$ cat src/bpqlt_pkg.sv
// Shared types and constants for the buffer pool and queue load tracker.
// Holds event kinds, status codes, register indexes and the divider request types.
// No dependencies.
package bpqlt_pkg;

  // Field widths fixed by the event and result formats
  localparam int OFFSET_W  = 19;
  localparam int CNT_W     = 8;
  localparam int LOAD_W    = 18;
  localparam int STATUS_W  = 2;
  localparam int KIND_W    = 3;

  // Bitmap row geometry: eight slots per memory word
  localparam int ROW_W     = 8;
  localparam int ROW_BIT_W = 3;

  // Restoring divider: 19-bit dividend, divisor up to 131071
  localparam int DIV_NUM_W = 19;
  localparam int DIV_DEN_W = 17;
  localparam int DIV_CNT_W = 5;

  // Configuration port
  localparam int APB_AW    = 4;
  localparam int APB_DW    = 32;

  localparam logic [1:0] REG_SHED_LIMIT  = 2'd0;
  localparam logic [1:0] REG_BLOCK_LIMIT = 2'd1;
  localparam logic [1:0] REG_POOL_SIZE   = 2'd2;

  localparam logic [CNT_W-1:0] SHED_LIMIT_RST  = 8'd64;
  localparam logic [CNT_W-1:0] BLOCK_LIMIT_RST = 8'd72;
  localparam logic [CNT_W-1:0] POOL_SIZE_RST   = 8'd93;

  localparam logic [STATUS_W-1:0] STAT_OK      = 2'd0;
  localparam logic [STATUS_W-1:0] STAT_NO_BUF  = 2'd1;
  localparam logic [STATUS_W-1:0] STAT_BAD_REL = 2'd2;

  typedef enum logic [KIND_W-1:0] {
    KIND_ALLOC    = 3'd0,
    KIND_RELEASE  = 3'd1,
    KIND_SENT     = 3'd2,
    KIND_COMPLETE = 3'd3,
    KIND_CLR_PEAK = 3'd4
  } kind_t;

  typedef struct packed {
    logic                 start;
    logic [DIV_NUM_W-1:0] num;
    logic [DIV_DEN_W-1:0] den;
  } div_req_t;

  typedef struct packed {
    logic                 done;
    logic [DIV_NUM_W-1:0] quo;
  } div_rsp_t;

endpackage

$ cat src/bpqlt_div.sv
// Radix-2 restoring divider, one quotient bit per cycle.
// Forms the load figure from the in-flight count and the block limit.
// Depends on bpqlt_pkg.
module bpqlt_div import bpqlt_pkg::*; (
  input  logic     clk,
  input  logic     rst_n,
  input  div_req_t req,
  output div_rsp_t rsp
);

  logic [DIV_CNT_W-1:0] cnt_r, cnt_nxt;
  logic                 done_r, done_nxt;
  logic [DIV_NUM_W-1:0] num_r, num_nxt;
  logic [DIV_DEN_W-1:0] den_r, den_nxt;
  logic [DIV_DEN_W-1:0] rem_r, rem_nxt;
  logic [DIV_DEN_W:0]   shifted;
  logic [DIV_DEN_W:0]   diff;
  logic                 ge;

  assign shifted = {rem_r, num_r[DIV_NUM_W-1]};
  assign ge      = shifted >= {1'b0, den_r};
  assign diff    = shifted - {1'b0, den_r};

  always_comb begin
    cnt_nxt  = cnt_r;
    done_nxt = 1'b0;
    num_nxt  = num_r;
    den_nxt  = den_r;
    rem_nxt  = rem_r;
    if (req.start) begin
      num_nxt = req.num;
      den_nxt = req.den;
      rem_nxt = '0;
      cnt_nxt = DIV_CNT_W'(DIV_NUM_W);
    end else if (cnt_r != '0) begin
      // shift the dividend out at the top, the quotient bit in at the bottom
      rem_nxt  = ge ? diff[DIV_DEN_W-1:0] : shifted[DIV_DEN_W-1:0];
      num_nxt  = {num_r[DIV_NUM_W-2:0], ge};
      cnt_nxt  = cnt_r - 1'b1;
      done_nxt = (cnt_r == DIV_CNT_W'(1));
    end
  end

  always_ff @(posedge clk) begin
    if (!rst_n) begin
      cnt_r  <= '0;
      done_r <= 1'b0;
    end else begin
      cnt_r  <= cnt_nxt;
      done_r <= done_nxt;
    end
  end

  always_ff @(posedge clk) begin
    num_r <= num_nxt;
    den_r <= den_nxt;
    rem_r <= rem_nxt;
  end

  assign rsp.done = done_r;
  assign rsp.quo  = num_r;

endmodule

$ cat src/buffer_pool_and_queue_load_tracker.sv
// Buffer pool allocator with in-flight request load tracking.
// Top level: bitmap memory, event sequencer, config registers; uses bpqlt_div.
// Depends on bpqlt_pkg.
//
//  port group   direction  handshake                 carries
//  in_*         input      in_valid / in_stall       event: kind, offset, has_buffer
//  out_*        output     out_valid / out_stall     result: status, offset, counts, flags, load
//  APB (p*)     input      psel & penable, pready=1  shed_limit, block_limit, pool_size
//
// One event at a time; in_stall is high from acceptance until the result is staged.
// Counter events (send, complete without buffer, clear peak) go from acceptance
// through S_LOAD and S_LDIV, where the 19-step divider forms the load, to S_DONE.
// Allocate scans the bitmap one 8-slot row at a time in S_ACHK; a release passes
// S_SDIV for the offset-to-slot reciprocal multiply and S_RCHK for the row read.
// Synchronous reset sets the state, counters, limits and output valid, and clears every bitmap row valid bit.
// A staged result waits in the output register while out_stall is high.
module buffer_pool_and_queue_load_tracker import bpqlt_pkg::*; #(
  parameter int SLOTS       = 128,
  parameter int BLOCK_BYTES = 4096
) (
  input  logic                clk,
  input  logic                rst_n,
  input  logic                in_valid,
  output logic                in_stall,
  input  logic [KIND_W-1:0]   in_kind,
  input  logic [OFFSET_W-1:0] in_offset,
  input  logic                in_has_buffer,
  output logic                out_valid,
  input  logic                out_stall,
  output logic [STATUS_W-1:0] out_status,
  output logic [OFFSET_W-1:0] out_granted_offset,
  output logic [CNT_W-1:0]    out_used_count,
  output logic [CNT_W-1:0]    out_peak_used,
  output logic [CNT_W-1:0]    out_pending,
  output logic                out_shed,
  output logic                out_queue_full,
  output logic                out_must_drain,
  output logic [LOAD_W-1:0]   out_load_permille,
  input  logic                psel,
  input  logic                penable,
  input  logic                pwrite,
  input  logic [APB_AW-1:0]   paddr,
  input  logic [APB_DW-1:0]   pwdata,
  output logic [APB_DW-1:0]   prdata,
  output logic                pready
);

  localparam int ROWS_USED  = (SLOTS + ROW_W - 1) / ROW_W;
  localparam int ROW_IDX_W  = (ROWS_USED > 2) ? $clog2(ROWS_USED) : 1;
  localparam int ROWS       = 1 << ROW_IDX_W;
  localparam int SLOT_IDX_W = ROW_IDX_W + ROW_BIT_W;
  localparam int USE_W      = SLOT_IDX_W + 1;
  localparam int CMP_W      = (USE_W > CNT_W) ? USE_W : CNT_W;
  localparam int PROD_W     = SLOT_IDX_W + DIV_DEN_W;

  // offset / BLOCK_BYTES as a reciprocal multiply, exact over every 19-bit offset
  localparam int BLK_SH     = $clog2(BLOCK_BYTES);
  localparam int REC_SH     = OFFSET_W + BLK_SH;
  localparam int REC_W      = OFFSET_W + 2;
  localparam int REC_PROD_W = OFFSET_W + REC_W;
  localparam longint unsigned REC_M =
    ((64'd1 << REC_SH) + 64'(BLOCK_BYTES) - 64'd1) / 64'(BLOCK_BYTES);

  typedef enum logic [6:0] {
    S_IDLE = 7'b0000001,
    S_ACHK = 7'b0000010,
    S_SDIV = 7'b0000100,
    S_RCHK = 7'b0001000,
    S_LOAD = 7'b0010000,
    S_LDIV = 7'b0100000,
    S_DONE = 7'b1000000
  } state_t;

  state_t                state_r, state_nxt;
  kind_t                 kind_r, kind_nxt;
  logic [STATUS_W-1:0]   status_r, status_nxt;
  logic                  alloc_ok_r, alloc_ok_nxt;
  logic [SLOT_IDX_W-1:0] slot_r, slot_nxt;
  logic [ROW_IDX_W-1:0]  row_cnt_r, row_cnt_nxt;
  logic [OFFSET_W-1:0]   off_r, off_nxt;
  logic [OFFSET_W-1:0]   granted_r, granted_nxt;
  logic [LOAD_W-1:0]     load_r, load_nxt;
  logic [CNT_W-1:0]      busy_total_r, busy_total_nxt;
  logic [CNT_W-1:0]      busy_peak_r, busy_peak_nxt;
  logic [CNT_W-1:0]      in_flight_r, in_flight_nxt;
  logic [CNT_W-1:0]      shed_limit_r, shed_limit_nxt;
  logic [CNT_W-1:0]      block_limit_r, block_limit_nxt;
  logic [CNT_W-1:0]      pool_size_r, pool_size_nxt;

  logic                  out_valid_r, out_valid_nxt;
  logic [STATUS_W-1:0]   out_status_r, out_status_nxt;
  logic [OFFSET_W-1:0]   out_granted_r, out_granted_nxt;
  logic [CNT_W-1:0]      out_used_r, out_used_nxt;
  logic [CNT_W-1:0]      out_peak_r, out_peak_nxt;
  logic [CNT_W-1:0]      out_pending_r, out_pending_nxt;
  logic                  out_shed_r, out_shed_nxt;
  logic                  out_full_r, out_full_nxt;
  logic                  out_drain_r, out_drain_nxt;
  logic [LOAD_W-1:0]     out_load_r, out_load_nxt;

  // bitmap memory, one word per row of slots
  logic [ROW_W-1:0]      bitmap_mem [ROWS];
  logic [ROWS-1:0]       row_vld_r;
  logic [ROW_W-1:0]      rd_data_r;
  logic                  rd_vld_r;
  logic [ROW_IDX_W-1:0]  rd_addr;
  logic                  mem_we;
  logic [ROW_IDX_W-1:0]  mem_waddr;
  logic [ROW_W-1:0]      mem_wdata;
  logic [ROW_W-1:0]      row_eff;

  logic [CMP_W-1:0]      pool_ext;
  logic [CMP_W-1:0]      usable_cmp;
  logic [USE_W-1:0]      usable;
  logic [ROW_W-1:0]      free_vec;
  logic                  free_found;
  logic [ROW_BIT_W-1:0]  free_idx;
  logic [USE_W-1:0]      next_base;
  logic                  last_row;
  logic [ROW_BIT_W-1:0]  rel_bit;
  logic [PROD_W-1:0]     grant_prod;
  logic [REC_PROD_W-1:0] rec_prod;
  logic [OFFSET_W-1:0]   rel_quo;
  logic [LOAD_W-1:0]     load_num;
  logic                  cfg_wr;

  div_req_t              div_req;
  div_rsp_t              div_rsp;

  bpqlt_div u_div (
    .clk   (clk),
    .rst_n (rst_n),
    .req   (div_req),
    .rsp   (div_rsp)
  );

  // usable pool is min(pool_size, SLOTS)
  assign pool_ext   = CMP_W'(pool_size_r);
  assign usable_cmp = (pool_ext < CMP_W'(SLOTS)) ? pool_ext : CMP_W'(SLOTS);
  assign usable     = usable_cmp[USE_W-1:0];

  // a row never written reads as all free
  assign row_eff = rd_vld_r ? rd_data_r : '0;

  always_comb begin
    for (int b = 0; b < ROW_W; b++) begin
      free_vec[b] = !row_eff[b] &&
                    (USE_W'({row_cnt_r, ROW_BIT_W'(b)}) < usable);
    end
    free_found = 1'b0;
    free_idx   = '0;
    for (int b = ROW_W - 1; b >= 0; b--) begin
      if (free_vec[b]) begin
        free_found = 1'b1;
        free_idx   = ROW_BIT_W'(b);
      end
    end
  end

  assign next_base = USE_W'({row_cnt_r, ROW_BIT_W'(0)}) + USE_W'(ROW_W);
  assign last_row  = (next_base >= usable) || (row_cnt_r == '1);
  assign rel_bit   = slot_r[ROW_BIT_W-1:0];

  assign grant_prod = PROD_W'(slot_r) * PROD_W'(BLOCK_BYTES);

  assign rec_prod = REC_PROD_W'(off_r) * REC_PROD_W'(REC_M);
  assign rel_quo  = OFFSET_W'(rec_prod >> REC_SH);

  // in_flight * 1000 as shifts and subtracts
  assign load_num = {in_flight_r, 10'b0} - LOAD_W'({in_flight_r, 4'b0})
                    - LOAD_W'({in_flight_r, 3'b0});

  always_comb begin
    case (state_r)
      S_ACHK:  rd_addr = row_cnt_r + 1'b1;
      S_SDIV:  rd_addr = rel_quo[SLOT_IDX_W-1:ROW_BIT_W];
      S_IDLE:  rd_addr = '0;
      default: rd_addr = row_cnt_r;
    endcase
  end

  always_comb begin
    state_nxt       = state_r;
    kind_nxt        = kind_r;
    status_nxt      = status_r;
    alloc_ok_nxt    = alloc_ok_r;
    slot_nxt        = slot_r;
    row_cnt_nxt     = row_cnt_r;
    off_nxt         = off_r;
    granted_nxt     = granted_r;
    load_nxt        = load_r;
    busy_total_nxt  = busy_total_r;
    busy_peak_nxt   = busy_peak_r;
    in_flight_nxt   = in_flight_r;
    out_valid_nxt   = out_valid_r;
    out_status_nxt  = out_status_r;
    out_granted_nxt = out_granted_r;
    out_used_nxt    = out_used_r;
    out_peak_nxt    = out_peak_r;
    out_pending_nxt = out_pending_r;
    out_shed_nxt    = out_shed_r;
    out_full_nxt    = out_full_r;
    out_drain_nxt   = out_drain_r;
    out_load_nxt    = out_load_r;
    mem_we          = 1'b0;
    mem_waddr       = row_cnt_r;
    mem_wdata       = row_eff;
    div_req.start   = 1'b0;
    div_req.num     = '0;
    div_req.den     = '0;

    // drop the staged result once taken
    if (out_valid_r && !out_stall) begin
      out_valid_nxt = 1'b0;
    end

    case (state_r)
      S_IDLE: begin
        if (in_valid) begin
          kind_nxt     = kind_t'(in_kind);
          status_nxt   = STAT_OK;
          alloc_ok_nxt = 1'b0;
          row_cnt_nxt  = '0;
          off_nxt      = in_offset;
          state_nxt    = S_LOAD;
          case (kind_t'(in_kind))
            KIND_ALLOC: begin
              state_nxt = S_ACHK;
            end
            KIND_RELEASE: begin
              state_nxt = S_SDIV;
            end
            KIND_SENT: begin
              if (in_flight_r != '1) begin
                in_flight_nxt = in_flight_r + 1'b1;
              end
            end
            KIND_COMPLETE: begin
              if (in_has_buffer) begin
                state_nxt = S_SDIV;
              end else if (in_flight_r != '0) begin
                in_flight_nxt = in_flight_r - 1'b1;
              end
            end
            KIND_CLR_PEAK: begin
              busy_peak_nxt = '0;
            end
            default: begin
              state_nxt = S_LOAD;
            end
          endcase
        end
      end

      S_ACHK: begin
        if (free_found) begin
          mem_we              = 1'b1;
          mem_wdata[free_idx] = 1'b1;
          slot_nxt            = {row_cnt_r, free_idx};
          alloc_ok_nxt        = 1'b1;
          busy_total_nxt      = busy_total_r + 1'b1;
          if (busy_peak_r < busy_total_nxt) begin
            busy_peak_nxt = busy_total_nxt;
          end
          state_nxt = S_LOAD;
        end else if (last_row) begin
          status_nxt = STAT_NO_BUF;
          state_nxt  = S_LOAD;
        end else begin
          row_cnt_nxt = row_cnt_r + 1'b1;
        end
      end

      S_SDIV: begin
        if (rel_quo < OFFSET_W'(usable)) begin
          slot_nxt    = rel_quo[SLOT_IDX_W-1:0];
          row_cnt_nxt = rel_quo[SLOT_IDX_W-1:ROW_BIT_W];
          state_nxt   = S_RCHK;
        end else begin
          status_nxt = STAT_BAD_REL;
          state_nxt  = S_LOAD;
        end
      end

      S_RCHK: begin
        if (row_eff[rel_bit]) begin
          mem_we             = 1'b1;
          mem_wdata[rel_bit] = 1'b0;
          if (busy_total_r != '0) begin
            busy_total_nxt = busy_total_r - 1'b1;
          end
          if (kind_r == KIND_COMPLETE && in_flight_r != '0) begin
            in_flight_nxt = in_flight_r - 1'b1;
          end
        end else begin
          status_nxt = STAT_BAD_REL;
        end
        state_nxt = S_LOAD;
      end

      S_LOAD: begin
        div_req.start = 1'b1;
        div_req.num   = DIV_NUM_W'(load_num);
        div_req.den   = (block_limit_r == '0) ? DIV_DEN_W'(1) : DIV_DEN_W'(block_limit_r);
        granted_nxt   = alloc_ok_r ? grant_prod[OFFSET_W-1:0] : '0;
        state_nxt     = S_LDIV;
      end

      S_LDIV: begin
        if (div_rsp.done) begin
          load_nxt  = div_rsp.quo[LOAD_W-1:0];
          state_nxt = S_DONE;
        end
      end

      S_DONE: begin
        // hold until the output register is free
        if (!out_valid_r || !out_stall) begin
          out_valid_nxt   = 1'b1;
          out_status_nxt  = status_r;
          out_granted_nxt = granted_r;
          out_used_nxt    = busy_total_r;
          out_peak_nxt    = busy_peak_r;
          out_pending_nxt = in_flight_r;
          out_shed_nxt    = in_flight_r > shed_limit_r;
          out_full_nxt    = in_flight_r >= block_limit_r;
          out_drain_nxt   = in_flight_r > block_limit_r;
          out_load_nxt    = load_r;
          state_nxt       = S_IDLE;
        end
      end

      default: begin
        state_nxt = S_IDLE;
      end
    endcase
  end

  // configuration registers
  assign cfg_wr = psel && penable && pwrite && pready;

  always_comb begin
    shed_limit_nxt  = shed_limit_r;
    block_limit_nxt = block_limit_r;
    pool_size_nxt   = pool_size_r;
    if (cfg_wr) begin
      case (paddr[3:2])
        REG_SHED_LIMIT:  shed_limit_nxt  = pwdata[CNT_W-1:0];
        REG_BLOCK_LIMIT: block_limit_nxt = pwdata[CNT_W-1:0];
        REG_POOL_SIZE:   pool_size_nxt   = pwdata[CNT_W-1:0];
        default: begin
          shed_limit_nxt = shed_limit_r;
        end
      endcase
    end
  end

  always_comb begin
    case (paddr[3:2])
      REG_SHED_LIMIT:  prdata = APB_DW'(shed_limit_r);
      REG_BLOCK_LIMIT: prdata = APB_DW'(block_limit_r);
      REG_POOL_SIZE:   prdata = APB_DW'(pool_size_r);
      default:         prdata = '0;
    endcase
  end

  assign pready = 1'b1;

  always_ff @(posedge clk) begin
    if (!rst_n) begin
      state_r       <= S_IDLE;
      busy_total_r  <= '0;
      busy_peak_r   <= '0;
      in_flight_r   <= '0;
      shed_limit_r  <= SHED_LIMIT_RST;
      block_limit_r <= BLOCK_LIMIT_RST;
      pool_size_r   <= POOL_SIZE_RST;
      out_valid_r   <= 1'b0;
      row_vld_r     <= '0;
      rd_vld_r      <= 1'b0;
    end else begin
      state_r       <= state_nxt;
      busy_total_r  <= busy_total_nxt;
      busy_peak_r   <= busy_peak_nxt;
      in_flight_r   <= in_flight_nxt;
      shed_limit_r  <= shed_limit_nxt;
      block_limit_r <= block_limit_nxt;
      pool_size_r   <= pool_size_nxt;
      out_valid_r   <= out_valid_nxt;
      rd_vld_r      <= row_vld_r[rd_addr];
      if (mem_we) begin
        row_vld_r[mem_waddr] <= 1'b1;
      end
    end
  end

  always_ff @(posedge clk) begin
    kind_r        <= kind_nxt;
    status_r      <= status_nxt;
    alloc_ok_r    <= alloc_ok_nxt;
    slot_r        <= slot_nxt;
    row_cnt_r     <= row_cnt_nxt;
    off_r         <= off_nxt;
    granted_r     <= granted_nxt;
    load_r        <= load_nxt;
    out_status_r  <= out_status_nxt;
    out_granted_r <= out_granted_nxt;
    out_used_r    <= out_used_nxt;
    out_peak_r    <= out_peak_nxt;
    out_pending_r <= out_pending_nxt;
    out_shed_r    <= out_shed_nxt;
    out_full_r    <= out_full_nxt;
    out_drain_r   <= out_drain_nxt;
    out_load_r    <= out_load_nxt;
  end

  always_ff @(posedge clk) begin
    if (mem_we) begin
      bitmap_mem[mem_waddr] <= mem_wdata;
    end
    rd_data_r <= bitmap_mem[rd_addr];
  end

  assign in_stall           = (state_r != S_IDLE);
  assign out_valid          = out_valid_r;
  assign out_status         = out_status_r;
  assign out_granted_offset = out_granted_r;
  assign out_used_count     = out_used_r;
  assign out_peak_used      = out_peak_r;
  assign out_pending        = out_pending_r;
  assign out_shed           = out_shed_r;
  assign out_queue_full     = out_full_r;
  assign out_must_drain     = out_drain_r;
  assign out_load_permille  = out_load_r;

endmodule

$ cat config.mk
export PLATFORM = sky130hd
export DESIGN_NAME = buffer_pool_and_queue_load_tracker
export DESIGN_NICKNAME = d
export VERILOG_FILES = /design/src/bpqlt_pkg.sv /design/src/bpqlt_div.sv /design/src/buffer_pool_and_queue_load_tracker.sv
export SDC_FILE = /design/constraint.sdc
export NUM_CORES = 1
export LEC_CHECK = 0
export BUFFER_PORTS_ARGS = -buffer_cell sky130_fd_sc_hd__clkbuf_2
export CAP_MARGIN = 25
export CORE_MARGIN = 4
export CORE_UTILIZATION = 55
export DETAILED_ROUTE_END_ITERATION = 12
export GPL_ROUTABILITY_DRIVEN = 0
export PLACE_DENSITY_LB_ADDON = 0.15
export SETUP_SLACK_MARGIN = 0.1
export SYNTH_ARGS = -nofsm -noshare
export SYNTH_HDL_FRONTEND = slang
export SYNTH_SLANG_ARGS = --single-unit
export TNS_END_PERCENT = 50
$ cat constraint.sdc
create_clock -name clk -period 10.37 [get_ports clk]
set_input_delay 0 -clock clk [delete_from_list [all_inputs] [get_ports clk]]
set_output_delay 0 -clock clk [all_outputs]
set_load 0.05 [all_outputs]
# Word-level counts from Yosys, hierarchy flattened

Memories as Yosys holds them, arrays and structs flattened. A register that Yosys moved wholly into a read port is not among the register bits.
Index checks and enable logic that the tools add are counted.

Memories: 1
Memory bits (writable): 128
Register bits after elaboration: 271
Word-level logic and storage cells: 262
Input port bits: 66

Eq/ne operators: 38
Order comparisons: 23
Multiplexer cells: 91
Bitwise operators: 7
Reduce and logical (&&, ||, !) cells: 57
Add/subtract/negate cells: 10

Memory list:

| name       | words | bits a word | rd ports | clocked after Yosys merged registers in | wr ports | RTL line                                  | source |
|---|---|---|---|---|---|---|---|
| bitmap_mem | 16    | 8           | 1        | 1                                       | 1        | buffer_pool_and_queue_load_tracker.sv:102 | `logic [ROW_W-1:0] bitmap_mem [ROWS];` |

Operators with widths:

| kind                                         | number |
|---|---|
| two-way mux 8 bit                            | 18 |
| one-hot mux 8 bit (2 select lines)           | 5 |
| < comparator 7 x 8 -> 1 bit                  | 9 |
| two-way mux 7 bit                            | 7 |
| one-hot mux 7 bit (7 select lines)           | 1 |
| two-way mux 19 bit                           | 2 |
| two-way mux 37 bit                           | 1 |
| inequality test 2 bit, second input constant | 13 |
| two-way mux 3 bit                            | 8 |
| one-hot mux 4 bit (3 select lines)           | 2 |
| one-hot mux 8 bit (3 select lines)           | 1 |
| two-way mux 1 bit                            | 22 |
| two-way mux 5 bit                            | 4 |
| greater-or-equal comparator 18 x 17 -> 1 bit | 1 |
| subtractor 18 x 11 -> 18 bit                 | 1 |
| subtractor 18 x 12 -> 18 bit                 | 1 |
| two-way mux 17 bit                           | 1 |
| subtractor 17 bit                            | 1 |
| adder 8 x 1 -> 8 bit, second input constant  | 2 |
| greater-or-equal comparator 8 bit            | 2 |
| > comparator 8 bit                           | 2 |
| two-way mux 4 bit                            | 4 |
| bitwise OR 16 bit                            | 1 |
| nonzero test 8 bit                           | 2 |
| other kinds (60)                             | 115 |

# Depth between registers and ports, before layout

Word-level depth: 19
Depth in mapped cells: 14

# Cells and area by module

A second synthesis with hierarchy kept.

Cells, all modules: 1678
Area total of the unflattened synthesis: 18526.5 um2

Modules (own cells, without submodules):

| module                             | area each (um2) | sequential area each (um2) | cells each | instances |
|---|---|---|---|---|
| buffer_pool_and_queue_load_tracker | 15174.6         | 8558.2                     | 1350       | 1 |
| bpqlt_div                          | 3352.0          | 1541.5                     | 328        | 1 |

# Worst setup path after synthesis

OpenSTA, ideal clock, no wires.

Kind: reg-to-reg
Start point: register state_r[0]
End point: register out_granted_r[12] (netlist: out_granted_offset[12]) (enable)
Setup time: 0.483 ns
Arrival: 3.667 ns
Slack: 6.220 ns
Path buffers: 1
Cell stages (with the launch flop): 5
Path through: dfxtp_1 -> clkbuf_1 -> nor3_1 -> nand4b_1 -> a21oi_1

Word-level cells in the longest chain between the ends: 2

RTL lines:

| what                          | RTL line                                  | source |
|---|---|---|
| start: declaration            | buffer_pool_and_queue_load_tracker.sv:74  | `state_t state_r, state_nxt;` |
| start signal: assignment      | buffer_pool_and_queue_load_tracker.sv:382 | `state_r <= state_nxt;` |
| equality test 7 bit           | buffer_pool_and_queue_load_tracker.sv:217 | `case (state_r)` |
| AND reduction 2 bit (no line) | -                                         |  |
| end signal: assignment        | buffer_pool_and_queue_load_tracker.sv:407 | `out_granted_r <= out_granted_nxt;` |
| end: declaration              | buffer_pool_and_queue_load_tracker.sv:92  | `logic [OFFSET_W-1:0] out_granted_r, out_granted_nxt;` |

No other way between the ends.
A chain may end at the register's enable or synchronous reset.

# Final worst setup path

Start point: register pool_size_r[7] (netlist: pool_ext[7])
End point: memory bitmap_mem[2][6] (enable)

Word-level cells in the longest chain between the ends: 16

RTL lines:

| what                                        | RTL line                                  | source |
|---|---|---|
| start: declaration                          | buffer_pool_and_queue_load_tracker.sv:88  | `logic [CNT_W-1:0] pool_size_r, pool_size_nxt;` |
| start signal: assignment                    | buffer_pool_and_queue_load_tracker.sv:388 | `pool_size_r <= pool_size_nxt;` |
| < comparator 8 bit                          | buffer_pool_and_queue_load_tracker.sv:139 | `assign usable_cmp = (pool_ext < CMP_W'(SLOTS)) ? pool_ext : CMP_W'(SLOTS);` |
| two-way mux 8 bit (*)                       | buffer_pool_and_queue_load_tracker.sv:139 |  |
| < comparator 7 x 8 -> 1 bit                 | buffer_pool_and_queue_load_tracker.sv:148 | `(USE_W'({row_cnt_r, ROW_BIT_W'(b)}) < usable);` |
| logical AND 1 bit                           | buffer_pool_and_queue_load_tracker.sv:147 | `free_vec[b] = !row_eff[b] &&` |
| two-way mux 1 bit (7 in a row)              | buffer_pool_and_queue_load_tracker.sv:153 | `if (free_vec[b]) begin` |
| two-way mux 1 bit (*)                       | buffer_pool_and_queue_load_tracker.sv:153 |  |
| two-way mux 1 bit (*)                       | buffer_pool_and_queue_load_tracker.sv:256 | `if (free_found) begin` |
| one-hot mux 1 bit (2 select lines) (*)      | buffer_pool_and_queue_load_tracker.sv:217 |  |
| two-way mux 1 bit (*)                       | buffer_pool_and_queue_load_tracker.sv:418 | `if (mem_we) begin` |
| two-way mux 1 bit (not written as such) (*) | buffer_pool_and_queue_load_tracker.sv:419 | `bitmap_mem[mem_waddr] <= mem_wdata;` |
| end: declaration                            | buffer_pool_and_queue_load_tracker.sv:102 |  |

Mark *: on every way between the ends. The rest lies on a longest branch, timed or not.

==> qor.tcl <==
set qor(cts.sinks) 362
set qor(clockBufferDepth) 3
set qor(detail_route.first_pass.iterations) 5
set qor(core.rowCount) 64
set qor(hold-worst-slack_ps) 32.7
set qor(vias_per_cell) 5.76
set qor(cp-start-kind) {flop}
set qor(hold_viol) 0
set qor(worst_endpoint_required_time_ps) 10520
set qor(cts.repair.resized) 0
set qor(setup_repair_after_global_routing_missed_its_margin) {false}
set qor(routed.top_layer) {met4}
set qor(synthesis.area_per_instance_um2) 10.8
set qor(drv_slew) 0
set qor(min_delay_path_depth) 5
set qor(rr_worst_depth) 10
set qor(effective_utilization_at_floorplan_pct) 56.4
set qor(pwr_density_cell_mw_per_mm2) 263
set qor(max_freq_mhz) 229
set qor(postSynthRegisterBits) 362
set qor(postSynth.asyncResetShare_pct) 0
set qor(drive_above_1_share_pct) 11.2
set qor(post-route-min-period_ps) 4360
set qor(tightestPinTransition_ps) 974
set qor(clkSlewWorstSetupHoldPaths_ps) 60
set qor(critical_path.max_fanout) 11
set qor(dp_cells) 2048
set qor(fp.dieH_um) 186
set qor(via_count) 12400
set qor(finalSetupTns_ps) 0
set qor(number_of_flops_mapped_to_enable_cells_by_yosys) 258
set qor(max_cap_violations) 0
set qor(portBuffers) 91
set qor(post_drt_wl_per_cell_um) 18.6
set qor(final_cell_count_no_fill) 2143
set qor(min_delay_path_class) {in2reg}
set qor(worst-setup-path-type) {reg2reg}
set qor(detail-route-antenna-nets) 0
set qor(place_hpwl_mm) 27.1
set qor(post-route-period-util_pct) 42.0
set qor(via_count_of_the_first_global_routing_pass) 11700
set qor(status) {completed}
set qor(postLayoutSetupSlackWorst_ps) 6010
set qor(power.ir.vdd_worst_mv) 0.139
set qor(wl_met3_mm) 2.43
set qor(track_usage_pct) 22.9
set qor(post-cts-setup-buffer-count) 0
set qor(die_area_mm2) 0.0346
set qor(timing.critical_path.arrival_ps) 4500
set qor(drt-total-wl_mm) 39.9
set qor(met1Wirelength_mm) 18.6
set qor(drc) 0
set qor(grt_start_max_net_pins) 71
set qor(grt_antenna_before_repair) 0
set qor(wl_met2_mm) 18.3
set qor(finClkSkew_ps) 23.0
set qor(slew-limit-headroom_pct) 34.8
set qor(synth_ff_type) {sky130_fd_sc_hd__edfxtp_1}
set qor(placement.setup.worst_slack_ps) 6150
set qor(drtIter0Drc) 961
set qor(synth.yosys.seq_area_share_pct) 56.4
set qor(htreeDepth) 2
set qor(cts_hold_buffers) 24
set qor(core_mm2) 0.0309
set qor(nets) 1867
set qor(synth-warning-count) 0
set qor(top_level_ports) 167
set qor(fin_util_pct) 63.7
set qor(synthCells) 1612
set qor(clock_tree_from_tritoncts) {yes}
set qor(post_synth_instance_area_mm2) 0.0174
set qor(worstSkewPairLatency_ps) 530
set qor(setup.worst_path.end_class) {flop}
set qor(areaGrowthSynthToFinish_pct) 13.0
set qor(number_of_different_library_cells_in_the_post_synthesis_netlist) 76
set qor(tritoncts.num_buffers) 38
set qor(p_leak_nw) 7.63
set qor(ctsRootBufferMaster) {sky130_fd_sc_hd__clkbuf_16}
set qor(grt_overflow) 0
set qor(insertedDiodeCount) 0
set qor(grt_pass1_wl_mm) 63.4
set qor(timing.final.setup_violations) 0
set qor(die_w_um) 186
sequential cells by signal, summed over array words and instances (netlist names), 16 cells and up:
name               cells
bitmap_mem           128
out_load_permille     18
u_div.rem_r           17
load_r                18
u_div.num_r           19
row_vld_r             16
worst paths after layout:
path	startpoint	end	slack, ps
worst min register to register	granted_r[13]	out_granted_offset[13]	410
worst min-delay path	pwrite	pool_ext[5]	30
worst max register to register	pool_ext[7]	bitmap_mem[2][6]	6010
worst max-delay path	pool_ext[7]	bitmap_mem[2][6]	6010
report_power, final:
part           total (mW)  switching, mW  leakage, nW  internal (mW)
sequential           1.94          0.156         3.20           1.78
clock                1.40          0.551        0.629          0.851
combinational        1.84           1.15         3.81          0.688
through the flow:
stage / area, um^2 / total power, mW
after floorplan: 17500 / 3.31
after global placement: 18100 / 3.73
after detailed placement: 18100 / 3.77
after CTS: 19700 / 5.19
after global routing: 19700 / 5.50
final: 19700 / 5.18
routing by layer:
metal | global-route usage [%] | vias to the layer above
met1 | 33.6 | 5925
li1 | - | 5976
met4 | 4.63 | 0
met3 | 3.83 | 51
met2 | 36.5 | 399
met5 | 0 | -
cells by family (layout without fill, tap and decap cells):
family,Yosys count,count (layout),synth area share (%)
mux,42,42,2.59
buf+inv,163,263,4.49
compound gates,333,333,12.5
xor+xnor,42,42,2.11
other cells,2,37,0.0431
flops,362,362,56.4
fa+ha+maj,84,84,6.12
simple gates,584,584,15.7
area by class of cell:
class,instances,area [um^2]
Clock buffer,53,1070
Clock inverter,17,241
Fill cell,2473,11200
Inverter,57,214
Multi-Input combinational cell,1122,6980
Sequential cell,362,9830
Tap cell,396,495
Timing Repair Buffer,136,853
cell usage in the layout, fill, tap and decap left out, types with 7 or more instances in the layout:
| cell | count |
|---|---|
| sky130_fd_sc_hd__a21o_1 | 16 |
| sky130_fd_sc_hd__a31oi_1 | 26 |
| sky130_fd_sc_hd__and2_1 | 43 |
| sky130_fd_sc_hd__or3_1 | 9 |
| sky130_fd_sc_hd__and3_1 | 8 |
| sky130_fd_sc_hd__a221o_1 | 12 |
| sky130_fd_sc_hd__dlygate4sd3_1 | 24 |
| sky130_fd_sc_hd__mux2i_1 | 35 |
| sky130_fd_sc_hd__ha_1 | 82 |
| sky130_fd_sc_hd__clkbuf_16 | 39 |
| sky130_fd_sc_hd__o21ai_0 | 83 |
| sky130_fd_sc_hd__nor3_1 | 34 |
| sky130_fd_sc_hd__nor2b_1 | 12 |
| sky130_fd_sc_hd__o21a_1 | 24 |
| sky130_fd_sc_hd__dfxtp_1 | 104 |
| sky130_fd_sc_hd__inv_1 | 55 |
| sky130_fd_sc_hd__clkbuf_2 | 91 |
| sky130_fd_sc_hd__conb_1 | 37 |
| sky130_fd_sc_hd__a211oi_1 | 31 |
| sky130_fd_sc_hd__nor3b_1 | 7 |
| sky130_fd_sc_hd__edfxtp_1 | 258 |
| sky130_fd_sc_hd__xor2_1 | 16 |
| sky130_fd_sc_hd__xnor2_1 | 26 |
| sky130_fd_sc_hd__nand3b_1 | 7 |
| sky130_fd_sc_hd__nor2_1 | 119 |
| sky130_fd_sc_hd__nand4_1 | 11 |
| sky130_fd_sc_hd__nand3_1 | 52 |
| sky130_fd_sc_hd__nand2_1 | 235 |
| sky130_fd_sc_hd__a21oi_1 | 65 |
| sky130_fd_sc_hd__clkbuf_1 | 10 |
| sky130_fd_sc_hd__nor4_1 | 7 |
| sky130_fd_sc_hd__nand2b_1 | 19 |
| sky130_fd_sc_hd__o22ai_1 | 11 |
| sky130_fd_sc_hd__buf_4 | 21 |
cell usage after synthesis, drive strengths merged, types with 5 or more instances:
library cell | n | area share, %
mux2i | 35 | 2.0
clkbuf | 57 | 1.2
a21oi | 67 | 1.9
nor3 | 34 | 0.98
a21o | 16 | 0.69
o22ai | 11 | 0.40
or3 | 9 | 0.32
buf | 49 | 2.0
a221o | 12 | 0.69
o21a | 24 | 1.0
xor2 | 16 | 0.80
edfxtp | 258 | 44
nand4 | 11 | 0.40
a31oi | 26 | 0.93
nor3b | 7 | 0.30
nand2b | 19 | 0.68
mux2 | 5 | 0.32
nor2 | 119 | 2.6
nand2 | 235 | 5.1
o41ai | 5 | 0.29
a211oi | 31 | 1.3
or2 | 5 | 0.18
o21ai | 88 | 2.5
inv | 55 | 1.2
dfxtp | 104 | 12
nand3b | 7 | 0.30
nor4 | 8 | 0.37
nor2b | 12 | 0.43
and3 | 9 | 0.35
ha | 82 | 5.9
xnor2 | 26 | 1.3
nand3 | 52 | 1.5
and2 | 43 | 1.5
o31ai | 5 | 0.22
worst max-delay path, cell delays in order, from the launching register on:
cell and delay [ps]:
sky130_fd_sc_hd__dfxtp_1 440, sky130_fd_sc_hd__inv_1 330, sky130_fd_sc_hd__nand2_1 210, sky130_fd_sc_hd__ha_1 400, sky130_fd_sc_hd__inv_1 80, sky130_fd_sc_hd__a21oi_1 350
sky130_fd_sc_hd__o31ai_1 180, sky130_fd_sc_hd__a21oi_1 540, sky130_fd_sc_hd__o41ai_2 300, sky130_fd_sc_hd__nor3_1 560, sky130_fd_sc_hd__and2_1 590
Power figures use the tool's default switching activity.
